### src/hdl/wrre_pkg.sv
// Package for the windowed RTT and RTO estimator.
// Holds the mode and register index codes, sequencer types and fixed constants.
// No dependencies; imported by windowed_rtt_rto_estimator_top.
package wrre_pkg;

  localparam logic [1:0] MODE_SAMPLE = 2'd0;
  localparam logic [1:0] MODE_DOUBLE = 2'd1;
  localparam logic [1:0] MODE_HALVE  = 2'd2;
  localparam logic [1:0] MODE_CLEAR  = 2'd3;

  localparam logic [2:0] CFG_RTT_FLOOR   = 3'd0;
  localparam logic [2:0] CFG_RTT_CEILING = 3'd1;
  localparam logic [2:0] CFG_MEAN_KEEP   = 3'd2;
  localparam logic [2:0] CFG_MEAN_NEW    = 3'd3;
  localparam logic [2:0] CFG_VAR_KEEP    = 3'd4;
  localparam logic [2:0] CFG_VAR_NEW     = 3'd5;

  localparam logic [15:0] RTT_FLOOR_RST   = 16'd10;
  localparam logic [15:0] RTT_CEILING_RST = 16'd2000;
  localparam logic [16:0] MEAN_KEEP_RST   = 17'd19661;
  localparam logic [16:0] MEAN_NEW_RST    = 17'd45875;
  localparam logic [16:0] VAR_KEEP_RST    = 17'd8192;
  localparam logic [16:0] VAR_NEW_RST     = 17'd57344;

  localparam logic [2:0] BACKOFF_MAX = 3'd5;

  typedef enum logic [2:0] {
    ST_IDLE,
    ST_PUSH,
    ST_INIT,
    ST_CALC,
    ST_EMIT
  } state_e;

  typedef enum logic [2:0] {
    PH_VAR_KEEP,
    PH_VAR_NEW,
    PH_MEAN_KEEP,
    PH_MEAN_NEW,
    PH_MEAN_SUM
  } phase_e;

endpackage

### src/hdl/windowed_rtt_rto_estimator_top.sv
// Top level of the windowed RTT and RTO estimator.
// Holds the handshakes, sample selection, sample window and the shared multiplier.
// Depends on wrre_pkg.
//
// Usage: input transactions carry mode, elapsed_ms, first_of_sample and
// last_of_sample and are taken when in_valid_i is high and in_stall_o is low.
// Result transactions leave on out_valid_o and are taken when out_stall_i is low.
// Registers are written over the cfg channel; cfg_ready_o is always high.
// A sample item without last_of_sample is absorbed with no result.
// Modes 1 to 3 skip the smoothing and give their result through the emit state.
// A closing sample item passes through the push and init states, then the
// smoothing steps for each window entry after the first, before its result is
// registered. These run on the single 24 by 17 bit multiplier, used four
// times per window entry plus one summing step.
// The input stays stalled from acceptance of a result-producing item until its
// result enters the output register; a stalled output holds its transaction
// while the next item may already be accepted and worked on.
// Reset clears the estimates, the window fill, the backoff and the output
// valid, and loads the register defaults.
module windowed_rtt_rto_estimator_top #(
  parameter int WINDOW_DEPTH = 6
) (
  input  logic        clk_i,
  input  logic        rst_ni,
  input  logic        in_valid_i,
  output logic        in_stall_o,
  input  logic [1:0]  mode_i,
  input  logic [15:0] elapsed_ms_i,
  input  logic        first_of_sample_i,
  input  logic        last_of_sample_i,
  output logic        out_valid_o,
  input  logic        out_stall_i,
  output logic [15:0] sample_ms_o,
  output logic [23:0] rto_ms_o,
  output logic        rto_valid_o,
  output logic [23:0] mean_q8_o,
  output logic [23:0] var_q8_o,
  output logic [2:0]  backoff_exp_o,
  input  logic        cfg_valid_i,
  output logic        cfg_ready_o,
  input  logic [2:0]  cfg_index_i,
  input  logic [16:0] cfg_data_i
);
  import wrre_pkg::*;

  localparam int IW = (WINDOW_DEPTH > 1) ? $clog2(WINDOW_DEPTH) : 1;
  localparam int CW = $clog2(WINDOW_DEPTH + 1);

  state_e state_q, state_d;
  phase_e phase_q, phase_d;
  logic [IW-1:0] idx_q, idx_d;

  logic [15:0] floor_q, ceil_q;
  logic [16:0] mean_keep_q, mean_new_q, var_keep_q, var_new_q;

  logic [15:0] win_q [WINDOW_DEPTH];
  logic [CW-1:0] count_q;
  logic [15:0] omin_q;
  logic        omin_valid_q;
  logic        search_done_q;
  logic [15:0] cand_q;
  logic [23:0] mean_q, var_q;
  logic        est_valid_q;
  logic [2:0]  backoff_q;

  logic [15:0] rtt_q;
  logic [24:0] prod_q, acc_q;

  logic        out_valid_q;
  logic [15:0] out_sample_q;
  logic [23:0] out_rto_q, out_mean_q, out_var_q;
  logic        out_rto_valid_q;
  logic [2:0]  out_backoff_q;

  logic        in_acc, emit_fire, last_entry;
  logic [15:0] bound, cand_n, lo, raised, clamped;
  logic        sd_eff;
  logic [23:0] x_val, diff, mul_a;
  logic [16:0] mul_b;
  logic [40:0] mul_p;
  logic [25:0] sum26;
  logic [23:0] sat_sum;
  logic [26:0] rto_base;
  logic [31:0] rto_shift;

  assign in_stall_o = (state_q != ST_IDLE);
  assign in_acc     = in_valid_i && !in_stall_o;
  assign emit_fire  = (state_q == ST_EMIT) && (!out_valid_q || !out_stall_i);
  assign cfg_ready_o = 1'b1;
  assign last_entry = (CW'(idx_q) == (count_q - CW'(1)));

  always_comb begin
    bound   = omin_valid_q ? omin_q : floor_q;
    sd_eff  = first_of_sample_i ? 1'b0 : search_done_q;
    cand_n  = sd_eff ? cand_q : elapsed_ms_i;
    lo      = omin_valid_q ? omin_q : floor_q;
    raised  = (rtt_q < lo) ? lo : rtt_q;
    clamped = (raised > ceil_q) ? ceil_q : raised;
  end

  always_comb begin
    x_val = {win_q[idx_q], 8'd0};
    diff  = (x_val >= mean_q) ? (x_val - mean_q) : (mean_q - x_val);
    case (phase_q)
      PH_VAR_KEEP: begin
        mul_a = var_q;
        mul_b = var_keep_q;
      end
      PH_VAR_NEW: begin
        mul_a = diff;
        mul_b = var_new_q;
      end
      PH_MEAN_KEEP: begin
        mul_a = mean_q;
        mul_b = mean_keep_q;
      end
      PH_MEAN_NEW: begin
        mul_a = x_val;
        mul_b = mean_new_q;
      end
      default: begin
        mul_a = '0;
        mul_b = '0;
      end
    endcase
    mul_p   = {17'd0, mul_a} * {24'd0, mul_b};
    sum26   = {1'b0, acc_q} + {1'b0, prod_q};
    sat_sum = (sum26[25:24] != 2'b00) ? 24'hFFFFFF : sum26[23:0];
    rto_base  = {3'd0, mean_q} + {1'b0, var_q, 2'b00};
    rto_shift = {5'd0, rto_base} << backoff_q;
  end

  always_ff @(posedge clk_i or negedge rst_ni) begin
    if (!rst_ni) begin
      state_q <= ST_IDLE;
      phase_q <= PH_VAR_KEEP;
      idx_q   <= '0;
    end else begin
      state_q <= state_d;
      phase_q <= phase_d;
      idx_q   <= idx_d;
    end
  end

  always_comb begin
    state_d = state_q;
    phase_d = phase_q;
    idx_d   = idx_q;
    case (state_q)
      ST_IDLE: begin
        if (in_acc) begin
          if (mode_i != MODE_SAMPLE) begin
            state_d = ST_EMIT;
          end else if (last_of_sample_i) begin
            state_d = ST_PUSH;
          end
        end
      end
      ST_PUSH: begin
        state_d = ST_INIT;
      end
      ST_INIT: begin
        phase_d = PH_VAR_KEEP;
        idx_d   = IW'(1);
        state_d = (count_q == CW'(1)) ? ST_EMIT : ST_CALC;
      end
      ST_CALC: begin
        case (phase_q)
          PH_VAR_KEEP:  phase_d = PH_VAR_NEW;
          PH_VAR_NEW:   phase_d = PH_MEAN_KEEP;
          PH_MEAN_KEEP: phase_d = PH_MEAN_NEW;
          PH_MEAN_NEW:  phase_d = PH_MEAN_SUM;
          default: begin
            phase_d = PH_VAR_KEEP;
            if (last_entry) begin
              state_d = ST_EMIT;
            end else begin
              idx_d = idx_q + IW'(1);
            end
          end
        endcase
      end
      ST_EMIT: begin
        if (emit_fire) begin
          state_d = ST_IDLE;
        end
      end
      default: begin
        state_d = ST_IDLE;
      end
    endcase
  end

  always_ff @(posedge clk_i or negedge rst_ni) begin
    if (!rst_ni) begin
      floor_q       <= RTT_FLOOR_RST;
      ceil_q        <= RTT_CEILING_RST;
      mean_keep_q   <= MEAN_KEEP_RST;
      mean_new_q    <= MEAN_NEW_RST;
      var_keep_q    <= VAR_KEEP_RST;
      var_new_q     <= VAR_NEW_RST;
      count_q       <= '0;
      omin_q        <= '0;
      omin_valid_q  <= 1'b0;
      search_done_q <= 1'b0;
      cand_q        <= '0;
      mean_q        <= '0;
      var_q         <= '0;
      est_valid_q   <= 1'b0;
      backoff_q     <= '0;
      out_valid_q   <= 1'b0;
    end else begin
      if (cfg_valid_i && cfg_ready_o) begin
        case (cfg_index_i)
          CFG_RTT_FLOOR:   floor_q     <= cfg_data_i[15:0];
          CFG_RTT_CEILING: ceil_q      <= cfg_data_i[15:0];
          CFG_MEAN_KEEP:   mean_keep_q <= cfg_data_i;
          CFG_MEAN_NEW:    mean_new_q  <= cfg_data_i;
          CFG_VAR_KEEP:    var_keep_q  <= cfg_data_i;
          CFG_VAR_NEW:     var_new_q   <= cfg_data_i;
          default: ;
        endcase
      end

      if (in_acc) begin
        case (mode_i)
          MODE_DOUBLE: begin
            if (backoff_q < BACKOFF_MAX) begin
              backoff_q <= backoff_q + 3'd1;
            end
          end
          MODE_HALVE: begin
            if (backoff_q != 3'd0) begin
              backoff_q <= backoff_q - 3'd1;
            end
          end
          MODE_CLEAR: begin
            mean_q        <= '0;
            var_q         <= '0;
            est_valid_q   <= 1'b0;
            omin_q        <= '0;
            omin_valid_q  <= 1'b0;
            search_done_q <= 1'b0;
            cand_q        <= '0;
            backoff_q     <= '0;
          end
          default: begin
            if (first_of_sample_i && last_of_sample_i) begin
              if (!omin_valid_q || (elapsed_ms_i < omin_q)) begin
                omin_q       <= elapsed_ms_i;
                omin_valid_q <= 1'b1;
              end
              search_done_q <= 1'b0;
              cand_q        <= '0;
            end else if (last_of_sample_i) begin
              search_done_q <= 1'b0;
              cand_q        <= '0;
            end else begin
              search_done_q <= sd_eff || (elapsed_ms_i >= bound);
              cand_q        <= cand_n;
            end
          end
        endcase
      end

      if ((state_q == ST_PUSH) && (count_q != CW'(WINDOW_DEPTH))) begin
        count_q <= count_q + CW'(1);
      end

      if (state_q == ST_INIT) begin
        mean_q      <= {win_q[0], 8'd0};
        var_q       <= {1'b0, win_q[0], 7'd0};
        est_valid_q <= 1'b1;
      end

      if (state_q == ST_CALC) begin
        if (phase_q == PH_MEAN_KEEP) begin
          var_q <= sat_sum;
        end
        if (phase_q == PH_MEAN_SUM) begin
          mean_q <= sat_sum;
        end
      end

      if (emit_fire) begin
        out_valid_q <= 1'b1;
      end else if (!out_stall_i) begin
        out_valid_q <= 1'b0;
      end
    end
  end

  always_ff @(posedge clk_i) begin
    if (in_acc) begin
      if (mode_i == MODE_SAMPLE) begin
        rtt_q <= (first_of_sample_i && last_of_sample_i) ? elapsed_ms_i : cand_n;
      end else begin
        rtt_q <= '0;
      end
    end

    if (state_q == ST_PUSH) begin
      if (count_q == CW'(WINDOW_DEPTH)) begin
        for (int k = 0; k < WINDOW_DEPTH - 1; k++) begin
          win_q[k] <= win_q[k+1];
        end
        win_q[WINDOW_DEPTH-1] <= clamped;
      end else begin
        win_q[count_q[IW-1:0]] <= clamped;
      end
    end

    if (state_q == ST_CALC) begin
      prod_q <= mul_p[40:16];
      if ((phase_q == PH_VAR_NEW) || (phase_q == PH_MEAN_NEW)) begin
        acc_q <= prod_q;
      end
    end

    if (emit_fire) begin
      out_sample_q    <= rtt_q;
      out_rto_q       <= est_valid_q ? rto_shift[31:8] : 24'd0;
      out_rto_valid_q <= est_valid_q;
      out_mean_q      <= mean_q;
      out_var_q       <= var_q;
      out_backoff_q   <= backoff_q;
    end
  end

  assign out_valid_o   = out_valid_q;
  assign sample_ms_o   = out_sample_q;
  assign rto_ms_o      = out_rto_q;
  assign rto_valid_o   = out_rto_valid_q;
  assign mean_q8_o     = out_mean_q;
  assign var_q8_o      = out_var_q;
  assign backoff_exp_o = out_backoff_q;

`ifndef SYNTH
  a_double_steps: assert property (@(posedge clk_i) disable iff (!rst_ni)
    (in_acc && (mode_i == MODE_DOUBLE) && (backoff_q < BACKOFF_MAX))
      |=> (backoff_q == $past(backoff_q) + 3'd1))
    else $error("backoff did not step up after a double request");

  a_est_has_window: assert property (@(posedge clk_i) disable iff (!rst_ni)
    est_valid_q |-> (count_q != '0))
    else $error("estimate marked valid with an empty window");

  a_calc_in_window: assert property (@(posedge clk_i) disable iff (!rst_ni)
    (state_q == ST_CALC) |-> (CW'(idx_q) < count_q))
    else $error("smoothing index beyond window fill");

  a_result_busy: assert property (@(posedge clk_i) disable iff (!rst_ni)
    (in_acc && ((mode_i != MODE_SAMPLE) || last_of_sample_i)) |=> in_stall_o)
    else $error("result-producing transaction did not start the sequencer");
`endif

endmodule
### config.mk
export PLATFORM = sky130hd
export DESIGN_NAME = windowed_rtt_rto_estimator_top
export DESIGN_NICKNAME = d
export VERILOG_FILES = /design/src/hdl/wrre_pkg.sv /design/src/hdl/windowed_rtt_rto_estimator_top.sv
export SDC_FILE = /design/constraint.sdc
export NUM_CORES = 2
export LEC_CHECK = 0
export ABC_AREA = 1
export ABC_CLOCK_PERIOD_IN_PS = 10200
export BUFFER_PORTS_ARGS = -buffer_cell sky130_fd_sc_hd__buf_2
export CORE_MARGIN = 5
export CORE_UTILIZATION = 56
export DETAILED_ROUTE_END_ITERATION = 8
export HOLD_SLACK_MARGIN = 0.06
export PLACE_DENSITY = 0.7
export SLEW_MARGIN = 40
export SYNTH_ARGS = -nofsm -noshare
export SYNTH_HDL_FRONTEND = slang
export SYNTH_SLANG_ARGS = --single-unit
### constraint.sdc
create_clock -name clk_i -period 10.2 [get_ports clk_i]
set_input_delay 2.04 -clock clk_i [delete_from_list [all_inputs] [get_ports clk_i]]
set_output_delay 2.04 -clock clk_i [all_outputs]
set_load 0.03 [all_outputs]
Yosys cells after proc, flatten, opt, wreduce, memory -nomap -nowiden

Memories as Yosys holds them, arrays and structs flattened.
Cells that the tools add are included.

Reductions and logical operators: 42
Add/sub/neg operators: 9
Bitwise operators: 1
$lt $le $gt $ge: 6
Shifts and indexed selects: 1
$mul: 1
Muxes and demuxes: 62
Eq/ne operators: 29

Operators by type and width:

| operator                                                              | number |
|---|---|
| 24-bit two-way mux                                                    | 12 |
| 16-bit two-way mux                                                    | 10 |
| 24-bit one-hot mux with 4 select lines                                | 1 |
| 17-bit one-hot mux with 4 select lines                                | 1 |
| 16-bit one-hot mux with 2 select lines                                | 2 |
| 24-bit subtractor                                                     | 2 |
| 24-bit by 17-bit multiplier with 41-bit output                        | 1 |
| 3-bit two-way mux                                                     | 12 |
| 16-bit < comparator                                                   | 2 |
| 27-bit by 3-bit << shifter with 32-bit output                         | 1 |
| 24-bit by 26-bit adder with 27-bit output                             | 1 |
| 25-bit by 25-bit adder with 26-bit output                             | 1 |
| 24-bit greater-or-equal comparator                                    | 1 |
| 3-bit by 2-bit equality test with 1-bit output, second input constant | 6 |
| 2-bit AND reduction                                                   | 9 |
| 1-bit two-way mux                                                     | 17 |
| 16-bit greater-or-equal comparator                                    | 1 |
| 16-bit > comparator                                                   | 1 |
| 16-bit OR reduction                                                   | 1 |
| 3-bit equality test, second input constant                            | 5 |
| 3-bit one-hot mux with 5 select lines                                 | 1 |
| 2-bit != test, second input constant                                  | 7 |
| 2-bit nonzero test                                                    | 7 |
| 3-bit by 1-bit equality test with 1-bit output, second input constant | 4 |
| 24 further kinds                                                      | 45 |

Output and inout bits: 95
Flip-flop bits (word level): 357
Input bits: 45
Word-level logic and storage cells: 180
RAM bits: 96
Memories kept: 1

Memory list:

| memory | words | bits a word | rd ports | clocked after Yosys merged registers in | write ports | RTL line                             | text |
|---|---|---|---|---|---|---|---|
| win_q  | 6     | 16          | 7        | 0                                       | 6           | windowed_rtt_rto_estimator_top.sv:56 | `logic [15:0] win_q [WINDOW_DEPTH];` |

Longest topological paths before layout

Depth in word-level cells: 7
Depth in mapped cells: 46

Worst setup path after synthesis

Ideal clock, no wire load.

Kind: register -> register
Start point: register idx_q[2]
End point: register prod_q[24], data pin
Arrival: 7.241 ns
Path slack: 2.698 ns
Library setup time: 0.261 ns
Required time: 9.939 ns
Stages on the path, launching flop included: 43
Path through: dfrtp_1 -> buf_2 -> clkinv_1 -> buf_1 -> o221ai_1 -> nand2_1 -> inv_1 -> ha_1 -> buf_4 -> nand2_1 -> inv_1 -> nand2_1 -> nor2_1 -> nand3b_1 -> nand3_4 -> inv_4 -> buf_6 -> nand2_2 -> (+7 left out) -> inv_1 -> fa_1 -> inv_1 -> fa_1 -> fa_1 -> inv_1 -> fa_1 -> inv_1 -> ha_1 -> nand2_1 -> nor2_1 -> inv_1 -> nor2_1 -> inv_1 -> nor3_1 -> nand3_1 -> nand3_1 -> xor2_1

Longest elaborated chain between the ends: 5
Elaborated cells between the ends (all ways): 7
Those cells by class: add/sub: 2; mul: 1; order compare: 1; mux: 2; memory: 1

Ends and longest elaborated chain:

| item                                                                           | RTL line                              | text |
|---|---|---|
| from (decl)                                                                    | windowed_rtt_rto_estimator_top.sv:51  | `logic [IW-1:0] idx_q, idx_d;` |
| from (signal assigned)                                                         | windowed_rtt_rto_estimator_top.sv:141 | `idx_q <= idx_d;` |
| memory 6 x 16 bit *                                                            | --                                    |  |
| 24-bit subtractor / 24-bit greater-or-equal comparator (equally long branches) | windowed_rtt_rto_estimator_top.sv:103 | `diff = (x_val >= mean_q) ? (x_val - mean_q) : (mean_q - x_val);` |
| 24-bit two-way mux                                                             | windowed_rtt_rto_estimator_top.sv:103 |  |
| 24-bit one-hot mux with 4 select lines *                                       | windowed_rtt_rto_estimator_top.sv:104 | `case (phase_q)` |
| 24-bit by 17-bit multiplier with 41-bit output *                               | windowed_rtt_rto_estimator_top.sv:126 | `mul_p = {17'd0, mul_a} * {24'd0, mul_b};` |
| via mul_p[40]                                                                  | windowed_rtt_rto_estimator_top.sv:80  | `logic [40:0] mul_p;` |
| to (signal assigned)                                                           | windowed_rtt_rto_estimator_top.sv:314 | `prod_q <= mul_p[40:16];` |
| to (decl)                                                                      | windowed_rtt_rto_estimator_top.sv:67  | `logic [24:0] prod_q, acc_q;` |

The timed path passes the listed nets; every way through them passes the cells marked *.
A chain may end at the register's enable or synchronous reset.

Worst setup path after layout

Start point: register idx_q[0]
End point: register prod_q[23], data pin

The elaborated chain is that of the path after synthesis.

==> results.yml <==
run_status:
  status: "complete, no violations"
timing:
  finalHoldViolations: 0
  finalCritPeriodShare_pct: 91.1
  post-route-min-period_ns: 9.29
  maxSlewViolCount: 0
  max_freq_mhz: 108
  worst_pin_slew_ns: 0.866
  rsz0062_at_grt: "false"
  relSlewSlack_pct: 42.2
  setup_viol: 0
  clock_skew_ns: 0.0368
  totalNegativeSetupSlack_ns: 0
routing:
  initialDrtViolationCount: 3367
  vias: 36100
  antenna_left: 0
  wl_per_cell_um: 21.5
  dr.pass1.iters: 6
  wl_um: 134000
  remaining_drc_errors: 0
  via_per_inst: 5.80
global_routing:
  grt_pass1_wl_um: 209000
  first_global_vias: 35600
  grtUsageTotal_pct: 32.9
  grt_max_degree: 109
  overflow: 0
  antenna_found_initial: 2
die:
  die-area_um2: 80700
  fp.dieW_um: 284
  fp.dieH_um: 284
  floorplan.initialDensity_pct: 56.5
  core_um2: 74400
  fp-row-count: 100
  io_pins: 140
worst_setup_path:
  startpoint_type: "register"
  worstPathMaxFanout: 30
  end_kind: "register"
  critPathSlowestCell: "fa_1"
  crit_arrival_ns: 9.64
  path_class: "reg2reg"
  critPathRequiredTime_ns: 10.55
  slowest_delay_ns: 0.57
yosys:
  synthArstFlopShare_pct: 41.0
  synth_cell_type_count: 64
  synthesis.nets: 5763
  synth_top_cell_area_share_pct: 20.4
  synth_area_um2: 42100
  synth_edf_count: 286
  synth_area_leaders: "edfxtp_1, fa_1, nand2_1"
  synth_warnings: 0
  yosys.area.top_type: "edfxtp_1"
  netlist_instances: 5123
  syn_avg_cell_area_um2: 8.21
  synth-seq-cells: 485
  yosysSeqAreaShare_pct: 32.3
  synth-main-ff-cell: "edfxtp_1"
placed_design:
  port-buffer-count: 138
  place_congestion: 1.03
  place_hpwl_um: 105000
cts:
  clock_path_buffers: 3
  insertion_delay_ns: 0.62
  cts.repair.resized: 0
  clk_pin_slew_ns: 0.06
  cts_made_buffers: 53
  htreeDepth: 2
  post_cts_buffers: 0
  clock-sinks: 485
  cts_tree: "done"
  cts-root-buf: "clkbuf_16"
  cts_hold_buf: 0
final_layout:
  n_fill_cell: 6620
  syn2layout_area_growth_pct: 8.34
  regArea_um2: 13600
  nets: 5849
  drive_gt1_share_pct: 8.76
  multi_input_area_um2: 24300
hold_path:
  hp-class: "reg2reg"
flow_run:
  maxCapViolations: 0
metrics by stage:
stage	setup slack, ns	utilization (%)	std cells	instance area, um^2	hold WS [ns]
after floorplan	2.70	-	5123	42100	0.423
after global placement	1.02	58.5	6117	43600	0.454
after detailed placement	0.990	58.6	6122	43700	0.450
after CTS	0.956	61.2	6221	45500	0.471
after global routing	0.300	61.2	6222	45600	0.485
final	0.910	61.2	6223	45600	0.469
metal layers:
metal | GRT usage (%) | part of all wire, % | vias up
li1 | - | - | 16600
met1 | 45.9 | 42 | 17300
met2 | 51.0 | 44 | 1846
met3 | 6.83 | 9.8 | 315
met4 | 12.4 | 4.5 | 0
met5 | 0 | 0 | -
state kept, by name (all words and copies together) (netlist names), 24 cells and up:
name       cells
acc_q         25
mean_q        24
mean_q8_o     24
prod_q        25
var_q         24
var_q8_o      24
win_q        128
rto_ms_o      24
critical path: cells and delay by family (launching register included):
family | cells | cell delay (ns)
XOR/XNOR | 1 | 0.06
adder cells (fa/ha/maj) | 8 | 3.72
AND/OR/NAND/NOR | 12 | 2.22
flip-flops | 1 | 0.41
buffers and inverters | 9 | 1.42
AO/OA/AOI/OAI | 7 | 1.13
cells by family after synthesis:
group,Yosys count,share of synthesized area (%)
and+or+nand+nor,2181,22.3
buffers and inverters,1049,9.94
AOI/OAI and AO/OA,729,10.1
adders and majority gates,595,23.6
DFF,485,32.3
xor gates and xnor gates,81,1.69
muxes,2,0.0476
other,1,0.00892
layout make-up:
cell class,instances,share of cell area [%]
antenna,1,0.00549
clock buffer,63,3.08
clock inverter,36,1.03
inverter,878,7.24
multi-input combinational,3589,53.4
sequential,485,29.9
tap,969,2.66
timing repair buffer,202,2.69
cell usage after synthesis, types with 56 or more instances:
library cell / count
nand3_1: 291
edfxtp_1: 286
o21ai_0: 285
inv_1: 846
xor2_1: 56
dfrtp_1: 170
nand4_1: 60
fa_1: 331
nand2_1: 1294
clkbuf_1: 89
ha_1: 264
a21oi_1: 236
nor2_1: 384
cell usage in the layout, fill, tap and decap left out, types with 167 or more instances in the layout:
| cell | netlist | layout |
|---|---|---|
| nand2_1 | 1294 | 1285 |
| inv_1 | 846 | 841 |
| nor2_1 | 384 | 381 |
| fa_1 | 331 | 331 |
| nand3_1 | 291 | 291 |
| edfxtp_1 | 286 | 286 |
| o21ai_0 | 285 | 285 |
| ha_1 | 264 | 264 |
| a21oi_1 | 236 | 235 |
| dfrtp_1 | 170 | 167 |
final timing paths:
check,from,end,slack [ns],depth (start not counted)
min in group asynchronous,rst_ni,cand_q[15],1.37,1
max in group asynchronous,rst_ni,var_q[4],7.31,3
worst max register to register,idx_q[0],prod_q[23],0.91,37
worst max-delay path,idx_q[0],prod_q[23],0.91,37
worst min register to register,omin_q[15],omin_q[15],0.47,2
worst min-delay path,omin_q[15],omin_q[15],0.47,2
Power is left out: the tool's default activity adds up to more than one toggle a clock period on the data nets, which glitch-free logic cannot reach.
